### src/mpeg_picture_type_detector_assert.svh
// Assertion macros for the picture type detector.
// Included by the top level; needs clk and rst in scope.
`ifndef MPEG_PICTURE_TYPE_DETECTOR_ASSERT_SVH
`define MPEG_PICTURE_TYPE_DETECTOR_ASSERT_SVH

// Antecedent holds -> consequent holds in the same cycle.
`define MPTD_ASSERT_SAME(label, ante, cons, msg) \
  label: assert property (@(posedge clk) disable iff (rst) (ante) |-> (cons)) \
    else $error(msg);

// Antecedent holds -> consequent holds in the next cycle.
`define MPTD_ASSERT_NEXT(label, ante, cons, msg) \
  label: assert property (@(posedge clk) disable iff (rst) (ante) |=> (cons)) \
    else $error(msg);

`endif

### src/mptd_pkg.sv
// Shared types and constants for the picture type detector.
// No dependencies.
package mptd_pkg;

  localparam logic [7:0] PIC_CODE   = 8'h00;
  localparam logic [7:0] VOP_CODE   = 8'hB6;
  localparam logic [7:0] BYTE_ZERO  = 8'h00;
  localparam logic [7:0] BYTE_ONE   = 8'h01;
  localparam logic [1:0] ZRUN_FULL  = 2'd2;
  localparam logic [2:0] TYPE_MASK  = 3'd7;
  localparam logic [2:0] PTYPE_I    = 3'd1;
  localparam logic [2:0] PTYPE_B    = 3'd3;
  localparam logic [1:0] VOP_RSVD   = 2'd3;
  localparam logic [1:0] TYPE_NONE  = 2'd3;
  localparam logic       CODEC_MPEG4  = 1'b0;
  localparam logic       CODEC_MPEG12 = 1'b1;

  typedef enum logic [1:0] {
    PH_SEARCH = 2'd0,
    PH_CODE   = 2'd1,
    PH_HDR1   = 2'd2,
    PH_HDR2   = 2'd3
  } phase_t;

  typedef struct packed {
    logic       emit;
    logic [1:0] kind;
  } step_res_t;

endpackage

### src/mpeg_picture_type_detector.sv
// Top level of the picture type detector: input register, parser, result register.
// Depends on mptd_pkg, mptd_parser and mpeg_picture_type_detector_assert.svh.
//
//  channel | handshake              | payload
//  --------+------------------------+--------------------------
//  input   | in_valid / in_ready    | stream_byte, frame_end
//  output  | out_valid / out_ready  | frame_type
//  config  | cfg_valid / cfg_ready  | codec_family
//
// One byte per cycle sustained unless a held result stalls a byte that would emit;
// a byte's result reaches frame_type via the input register, then the result register.
// A result is emitted for the first picture type found, or on the frame's last
// byte if none was found. A held result stalls only bytes that would emit.
// Synchronous reset clears the parser state, codec_family (MPEG-4) and the valids.
`include "mpeg_picture_type_detector_assert.svh"

module mpeg_picture_type_detector
  import mptd_pkg::*;
(
  input  logic       clk,
  input  logic       rst,
  input  logic       in_valid,
  output logic       in_ready,
  input  logic [7:0] stream_byte,
  input  logic       frame_end,
  output logic       out_valid,
  input  logic       out_ready,
  output logic [1:0] frame_type,
  input  logic       cfg_valid,
  output logic       cfg_ready,
  input  logic       codec_family
);

  logic       codec_sel;
  logic       hold_valid;
  logic [7:0] hold_byte;
  logic       hold_last;
  logic       advance;
  step_res_t  res;

  mptd_parser u_parser (
    .clk   (clk),
    .rst   (rst),
    .step  (advance),
    .data  (hold_byte),
    .last  (hold_last),
    .codec (codec_sel),
    .res   (res)
  );

  // Bytes with no result pass even while a result waits.
  assign advance   = hold_valid && (!res.emit || !out_valid || out_ready);
  assign in_ready  = !hold_valid || advance;
  assign cfg_ready = 1'b1;

  always_ff @(posedge clk) begin
    if (rst) begin
      codec_sel <= CODEC_MPEG4;
    end else if (cfg_valid) begin
      codec_sel <= codec_family;
    end
  end

  always_ff @(posedge clk) begin
    if (rst) begin
      hold_valid <= 1'b0;
    end else if (in_ready) begin
      hold_valid <= in_valid;
    end
  end

  always_ff @(posedge clk) begin
    if (in_ready && in_valid) begin
      hold_byte <= stream_byte;
      hold_last <= frame_end;
    end
  end

  always_ff @(posedge clk) begin
    if (rst) begin
      out_valid <= 1'b0;
    end else if (advance && res.emit) begin
      out_valid <= 1'b1;
    end else if (out_ready) begin
      out_valid <= 1'b0;
    end
  end

  always_ff @(posedge clk) begin
    if (advance && res.emit) begin
      frame_type <= res.kind;
    end
  end

  `MPTD_ASSERT_SAME(a_stall_cause, hold_valid && !in_ready, out_valid && !out_ready, "input stalled without a blocked result")
  `MPTD_ASSERT_NEXT(a_result_loaded, advance && res.emit, out_valid && frame_type == $past(res.kind), "emitted result not loaded")
  `MPTD_ASSERT_SAME(a_none_on_last, advance && res.emit && res.kind == TYPE_NONE, hold_last, "error result before frame end")

endmodule

### src/mptd_parser.sv
// Start code scanner and picture header parser: per-frame state and step logic.
// Depends on mptd_pkg.
module mptd_parser
  import mptd_pkg::*;
(
  input  logic      clk,
  input  logic      rst,
  input  logic      step,
  input  logic [7:0] data,
  input  logic      last,
  input  logic      codec,
  output step_res_t res
);

  logic [1:0] zero_run, zero_run_next;
  phase_t     phase, phase_next;
  logic       decided;
  logic       found;
  logic [1:0] kind;
  logic [2:0] pic_type;

  assign pic_type = (data[5:3] & TYPE_MASK);

  always_comb begin
    zero_run_next = zero_run;
    phase_next    = phase;
    found         = 1'b0;
    kind          = 2'd0;
    if (!decided) begin
      unique case (phase)
        PH_SEARCH: begin
          if (data == BYTE_ZERO) begin
            if (zero_run != ZRUN_FULL) zero_run_next = zero_run + 2'd1;
          end else begin
            if (data == BYTE_ONE && zero_run == ZRUN_FULL) phase_next = PH_CODE;
            zero_run_next = 2'd0;
          end
        end
        PH_CODE: begin
          zero_run_next = 2'd0;
          if (codec == CODEC_MPEG12) begin
            phase_next = (data == PIC_CODE) ? PH_HDR1 : PH_SEARCH;
          end else begin
            phase_next = (data == VOP_CODE) ? PH_HDR1 : PH_SEARCH;
          end
        end
        PH_HDR1: begin
          if (codec == CODEC_MPEG12) begin
            phase_next = PH_HDR2;
          end else begin
            if (data[7:6] != VOP_RSVD) begin
              found = 1'b1;
              kind  = data[7:6];
            end
            phase_next    = PH_SEARCH;
            zero_run_next = 2'd0;
          end
        end
        PH_HDR2: begin
          if (pic_type >= PTYPE_I && pic_type <= PTYPE_B) begin
            found = 1'b1;
            kind  = pic_type[1:0] - 2'd1;
          end
          phase_next    = PH_SEARCH;
          zero_run_next = 2'd0;
        end
        default: phase_next = PH_SEARCH;
      endcase
    end
    res.emit = !decided && (found || last);
    res.kind = found ? kind : TYPE_NONE;
  end

  // Last byte of a frame clears the per-frame state.
  always_ff @(posedge clk) begin
    if (rst) begin
      zero_run <= 2'd0;
      phase    <= PH_SEARCH;
      decided  <= 1'b0;
    end else if (step) begin
      if (last) begin
        zero_run <= 2'd0;
        phase    <= PH_SEARCH;
        decided  <= 1'b0;
      end else begin
        zero_run <= zero_run_next;
        phase    <= phase_next;
        decided  <= decided | found;
      end
    end
  end

endmodule
### config.mk
export PLATFORM = sky130hd
export DESIGN_NAME = mpeg_picture_type_detector
export DESIGN_NICKNAME = d
export VERILOG_FILES = /design/src/mptd_pkg.sv /design/src/mpeg_picture_type_detector.sv /design/src/mptd_parser.sv
export VERILOG_INCLUDE_DIRS = /design/src /design/src/src
export SDC_FILE = /design/constraint.sdc
export NUM_CORES = 1
export LEC_CHECK = 0
export BUFFER_PORTS_ARGS = -buffer_cell sky130_fd_sc_hd__buf_2
export CAP_MARGIN = 20
export CORE_UTILIZATION = 55
export CTS_BUF_LIST = sky130_fd_sc_hd__clkbuf_8
export CTS_CLUSTER_SIZE = 40
export DETAILED_ROUTE_END_ITERATION = 7
export PLACE_DENSITY = 0.76
export SLEW_MARGIN = 5
export SYNTH_ARGS = -nofsm -noshare
export SYNTH_HDL_FRONTEND = slang
export SYNTH_SLANG_ARGS = --single-unit
### constraint.sdc
create_clock -name clk -period 3 [get_ports clk]
set_clock_uncertainty 0.1 [all_clocks]
set_input_delay 0.45 -clock clk [delete_from_list [all_inputs] [get_ports clk]]
set_output_delay 0.45 -clock clk [all_outputs]
set_load 0.02 [all_outputs]
==> run metrics, run 1 <==
global route overflow 0; H-tree levels 1; ys async rst share 0%; Critical Path Source hold_byte[4]$_DFFE_PP_; crit-path leading delay family flip-flops; via density per instance 5.70; Setup Viol. Count Final 0; Hold Buf Count CTS 0; row count 14; minimum clock period approximately 2.6 ns; CORE AREA 1590 um^2; largest cells by area after synthesis edfxtp_1, dfxtp_1, ha_1; Die Area 1970 um^2; Max-cap violations 0; drt pass-1 iters 3; FF-to-FF Start hold_byte[3]$_DFFE_PP_; clock-pin slew on the worst setup and hold paths 0.06 ns; port bufs 18; Pwr per Cell Area 464 nW/um^2; post-synth top area cell edfxtp_1; Worst Path Buf+Inv 2; diode count 0; syn_nets 105; CTS tree yes; Hold Crit Class in -> reg; Cells after DPL 128; Yosys reg bits 19; area share of the largest cell type after synthesis 33.4%; fmax 391 MHz; fin. max-slew vios 0; vias post-DR 753; Net Switching 121 uW; number of synthesized flops with an enable pin 11; Syn Area/Cell around 11 um^2; Synth warnings 0; unrepaired setup endpoints after global routing no; final RePlAce weighted congestion 0.842; Setup TNS 0 ns; layout cells sized above 1 34.3%; Routed Antenna Nets 0; Sequential Power Share 57.3%; vias in the first global route approximately 700; Hold Vio Cnt, Final 0; status complete, no violations; switching part of the total 22.8%; Mapped Cells just under 90; Worst Path Max Fanout 6; Total Wirelength 1700 um; count of cell types in the netlist 46; initial antenna violation count 0; Hold Startpoint stream_byte[7]; fin crit share 85.2%; Final nets 127; critical path class reg -> out; Initial Util 62.0%; CP required 2.45 ns; Area Growth Syn to Fin 16.1%; clock root buffer clkbuf_8; clock power share 31.7%; Clock Path Buffers 2; post-route insts no fill 132; I/O pins 20; TritonCTS Buffers 3; latest clock arrival within the worst-skew pair 0.25 ns; Power Internal 411 uW; largest net degree at the start of global routing 12; CP cell instances inv_1 -> ha_1 -> or3_4 -> nand3_4 -> a311o_1 -> or2_4 -> buf_2; combinational share of power between 10 and 15%; startpoint types flip-flop; number of DRC markers in iteration 0 9; DR DRC count 0; count leader, synth edfxtp_1; CP endpoint kind output pin; Post-Syn Area 988 um^2; Setup Buffers After CTS 0; GRT Total Usage 20.6%; Die Wd 44.4 um; Die Height about 44 um; CP max stage delay 0.48 ns; Lkg Pwr 0.000457 uW; sequential share of the synthesized area 49.6%; VDD IR max about 370 uV; CTS sink cnt 19; WL per Instance 12.9 um; Worst path slowest cell edfxtp_1; first-pass GRT wire length 2850 um; dominant synthesized flop cell edfxtp_1; Post-DP HPWL 1350 um; critical path arrival 2.01 ns; Post-synth top cells edfxtp_1, dfxtp_1, inv_1; post-CTS sizing 0
[per-layer routing]
metal  up-vias  wire length, um  track usage (%)  share of wire [%]
met5         -                0                0                  0
met4         0               21             7.27                1.2
li1        376                -                -                  -
met1       350              754             22.5                 44
met2        23              847             36.8                 50
met3         4               77             7.35                4.5
[final timing paths]
| check | endpoint | slack (ns) | cells after the start |
|---|---|---|---|
| worst max-delay path | in_ready | 0.44 | 7 |
| worst min register to register | u_parser.decided$_SDFFE_PP0N_ | 0.38 | 1 |
| worst max register to register | frame_type[1]$_SDFFCE_PN1P_ | 0.80 | 5 |
| worst min-delay path | hold_byte[7]$_DFFE_PP_ | 0.27 | 1 |
[kinds of logic after synthesis]
group / synth area share, %
DFF: 49.6
other: 0.379
AOI/OAI and AO/OA: 17.5
adders and majority gates: 3.80
buffers and inverters: 3.80
muxes: 1.01
and+or+nand+nor: 23.9
[through the flow]
| stage | cell area (um^2) | util (%) | power [uW] | hold slack, ns | setup slack, ns |
|---|---|---|---|---|---|
| after global routing | 1150 | 72.0 | 557 | 0.257 | 0.354 |
| after global placement | 1100 | 69.1 | 366 | 0.348 | 0.801 |
| after detailed placement | 1100 | 69.1 | 369 | 0.367 | 0.725 |
| after CTS | 1150 | 72.0 | 538 | 0.262 | 0.441 |
| after floorplan | 988 | - | 348 | 0.333 | 0.921 |
| final | 1150 | 72.0 | 533 | 0.268 | 0.443 |
[flip-flops by register name, indices dropped and copies added (netlist names)]
register           count
hold_valid             1
u_parser.phase         2
hold_byte              8
out_valid              1
u_parser.zero_run      2
codec_sel              1
hold_last              1
u_parser.decided       1
frame_type             2
[power groups by stage]
stage | clock [uW] | sequential, uW | combinational, uW
after CTS | 175 | 305 | 58.9
final | 169 | 305 | 58.7
after detailed placement | 0 | 310 | 58.6
after global placement | 0 | 309 | 56.6
after global routing | 185 | 307 | 65.2
after floorplan | 0 | 308 | 39.4
[final cells by class]
class                           instances  area (um^2)
Timing Repair Buffer                   18         90.1
Clock buffer                            3         41.3
Fill cell                             121          447
Tap cell                               24         30.0
Sequential cell                        19          490
Inverter                                8         30.0
Multi-Input combinational cell         59          460
Clock inverter                          1         5.00
[layout by cell type (no fill, tap or decap), types with 2 or more instances in the layout]
cell,Yosys,layout
a211oi_1,2,2
a21oi_1,2,2
a31oi_1,2,2
buf_2,0,18
clkbuf_8,0,3
dfxtp_1,8,8
edfxtp_1,11,11
ha_1,3,3
inv_1,8,8
nand2_1,6,6
nand4_1,2,2
nor2_1,2,2
nor3_1,4,4
nor3b_1,2,2
or3_1,2,2
[worst reg2reg max path, delay by kind of cell, from the launching register on]
kind / cells / cell delay [ns]
flops: 1 / 0.50
fa+ha+maj: 1 / 0.25
simple gates: 2 / 0.53
compound gates: 2 / 0.55
Note: power is estimated with default switching activity, not from simulation.
==> run 2: changes to the inputs <==
--- a/config.mk
+++ b/config.mk
@@ -8,11 +8,10 @@
 export LEC_CHECK = 0
 export BUFFER_PORTS_ARGS = -buffer_cell sky130_fd_sc_hd__buf_2
 export CAP_MARGIN = 20
-export CORE_UTILIZATION = 55
-export CTS_BUF_LIST = sky130_fd_sc_hd__clkbuf_8
+export CORE_UTILIZATION = 52
 export CTS_CLUSTER_SIZE = 40
 export DETAILED_ROUTE_END_ITERATION = 7
-export PLACE_DENSITY = 0.76
+export PLACE_DENSITY = 0.72
 export SLEW_MARGIN = 5
 export SYNTH_ARGS = -nofsm -noshare
 export SYNTH_HDL_FRONTEND = slang
==> run 2 against run 1 <==
Register-to-register slack barely moved; cell count rose by 0.76%; critical path depth did not move; first-iteration DRC count rose to 4.1 times the previous value; sequential share of layout area rose by 0.66 points; design area fell by 1.5%; fmax fell by 1.9%; combinational power rose by 2%; worst setup slack got worse by 0.050 ns; via count rose by 4.8%; die area rose by 5.5%; clock power fell by 24%; critical endpoint unchanged.
==> run metrics, run 2 (synthesis gave the netlist of run 1 again) <==
status complete, no violations (unchanged); first-pass GRT wire length 3000 um (was 2850 um); port bufs 18 (unchanged); CTS tree yes (unchanged); CP required 2.45 ns (about the same); CORE AREA 1750 um^2 (was 1590 um^2); Pwr per Cell Area 436 nW/um^2 (was 464 nW/um^2); Setup Buffers After CTS 0 (unchanged); clock-pin slew on the worst setup and hold paths 0.11 ns (was 0.06 ns); most common cell after layout, fill and taps aside buf_2 (unchanged); Die Height 45.6 um (was 44.4 um); Hold Crit Class in -> reg (unchanged); Die Area 2080 um^2 (was 1970 um^2); global route overflow 0 (unchanged); register area 490 um^2 (unchanged); CP endpoint kind output pin (unchanged); Post-DP HPWL 1420 um (was 1350 um); Die Wd 45.6 um (was 44.4 um); initial antenna violation count 0 (unchanged); Final nets 127 (unchanged); Clock Path Buffers 2 (unchanged); Initial Util 56.6% (was 62.0%); vias post-DR 789 (was 753); Filler cells 152 (was 121); drt pass-1 iters 4 (was 3); Max-cap violations 0 (unchanged); Worst Path Max Fanout 6 (unchanged); Worst path slowest cell edfxtp_1 (unchanged); Multi-input gate area 460 um^2 (unchanged); Critical Path Source hold_byte[4]$_DFFE_PP_ (unchanged); DR DRC count 0 (unchanged); TritonCTS Buffers 3 (unchanged); r2r worst-path depth 5 (unchanged); WL per Instance 13.9 um (was 12.9 um); Setup TNS 0 ns (unchanged); R2R Path End frame_type[1]$_SDFFCE_PN1P_ (unchanged); FF-to-FF Start hold_byte[3]$_DFFE_PP_ (unchanged); number of DRC markers in iteration 0 37 (was 9); Pwr Total 493 uW (was 533 uW); final RePlAce weighted congestion 0.784 (was 0.842); crit-path leading delay family flip-flops (unchanged); critical path class reg -> out (unchanged); I/O pins 20 (unchanged); H-tree levels 1 (unchanged); r2r setup slk 0.81 ns (was 0.80 ns); CP max stage delay 0.49 ns (was 0.48 ns); critical path arrival 2.06 ns (was 2.01 ns); most frequent cells in the layout buf_2, edfxtp_1, inv_1, dfxtp_1, nand2_1 (unchanged); Worst Path Buf+Inv 2 (unchanged); Hold Buf Count CTS 0 (unchanged); diode count 0 (unchanged); Crit. path cell count 7 (unchanged); post-CTS sizing 0 (unchanged); max FFs per register 8 (unchanged); Area Growth Syn to Fin 14.3% (was 16.1%); Total Wirelength 1850 um (was 1700 um); minimum clock period 2.61 ns (was 2.56 ns); CP Capture Point in_ready (unchanged); fin crit share 86.9% (was 85.2%); row count 15 (was 14); Hold Vio Cnt, Final 0 (unchanged); latest clock arrival within the worst-skew pair 0.29 ns (was 0.25 ns); CP cell instances inv_1 -> ha_1 -> or3_4 -> nand3_4 -> a311o_1 -> or2_4 -> buf_2 (unchanged); clock root buffer clkbuf_4 (was clkbuf_8); unrepaired setup endpoints after global routing no (unchanged); Setup Viol. Count Final 0 (unchanged); Routed Antenna Nets 0 (unchanged); largest net degree at the start of global routing 12 (unchanged); layout cells sized above 1 34.3% (unchanged); Lkg Pwr 0.000449 uW (was 0.000457 uW); GRT Total Usage 20.7% (was 20.6%); fin. max-slew vios 0 (unchanged); VDD IR max 263 uV (was 368 uV); via density per instance 5.93 (was 5.70); Hold Startpoint stream_byte[1] (was stream_byte[7]); CTS sink cnt 19 (unchanged); fmax 384 MHz (was 391 MHz); vias in the first global route 724 (was 695); Biggest register hold_byte (unchanged); startpoint types flip-flop (unchanged)
==> run 2: changes by cell type in the layout (fill, tap and decap cells not counted) <==
cell,before,now
clkbuf_8,3,0
clkbuf_4,0,3
==> run 2: worst min path at each step <==
| stage | to | slack, ns | cells after the start |
|---|---|---|---|
| 2_1_floorplan | u_parser.decided$_SDFFE_PP0N_ | 0.33 | 1 |
| 3_3_place_gp | u_parser.decided$_SDFFE_PP0N_ | 0.35 | 1 |
| 3_5_place_dp | u_parser.zero_run[0]$_SDFFE_PP0P_ | 0.37 | 2 |
| 4_1_cts | hold_byte[7]$_DFFE_PP_ | 0.21 | 1 |
| 5_1_grt | hold_byte[6]$_DFFE_PP_ | 0.19 | 1 |
| 6_report | hold_byte[1]$_DFFE_PP_ | 0.22 | 1 |
==> run 2: final cells by class <==
type / count / area share (%)
clock buffer: 3 / 1.99
multi-input combinational: 59 / 40.8
timing repair buffer: 18 / 7.97
inverter: 8 / 2.66
sequential: 19 / 43.4
tap: 25 / 2.77
clock inverter: 1 / 0.443
==> run 2: report_power, final <==
group          switching (uW)  internal, uW
Sequential               15.1           290
Clock                    78.4          49.6
Combinational            31.0          28.9
==> run 2: routing by layer <==
| metal | track usage (%) | up-vias | share of wire (%) |
|---|---|---|---|
| met4 | 12.7 | 0 | 1.9 |
| met5 | 0 | - | 0 |
| met1 | 24.1 | 362 | 43 |
| met3 | 4.76 | 6 | 5.5 |
| met2 | 34.0 | 43 | 50 |
| li1 | - | 378 | - |
==> run 2: stage by stage <==
step / hold slack (ns) / utilization, % / instances / worst slack (ns) / instance area (um^2)
after floorplan: 0.333 / - / 87 / 0.921 / 988
after global placement: 0.347 / 63.2 / 129 / 0.800 / 1100
after detailed placement: 0.368 / 63.2 / 129 / 0.722 / 1100
after CTS: 0.211 / 64.7 / 133 / 0.377 / 1130
after global routing: 0.192 / 64.7 / 133 / 0.252 / 1130
final: 0.222 / 64.7 / 133 / 0.393 / 1130
==> run 2: worst reg2reg max path, delay by kind of cell, from the launching register on <==
| family | cells | cell delay [ns] |
|---|---|---|
| and+or+nand+nor | 2 | 0.55 |
| AOI/OAI and AO/OA | 2 | 0.55 |
| DFF | 1 | 0.50 |
| adders and majority gates | 1 | 0.25 |
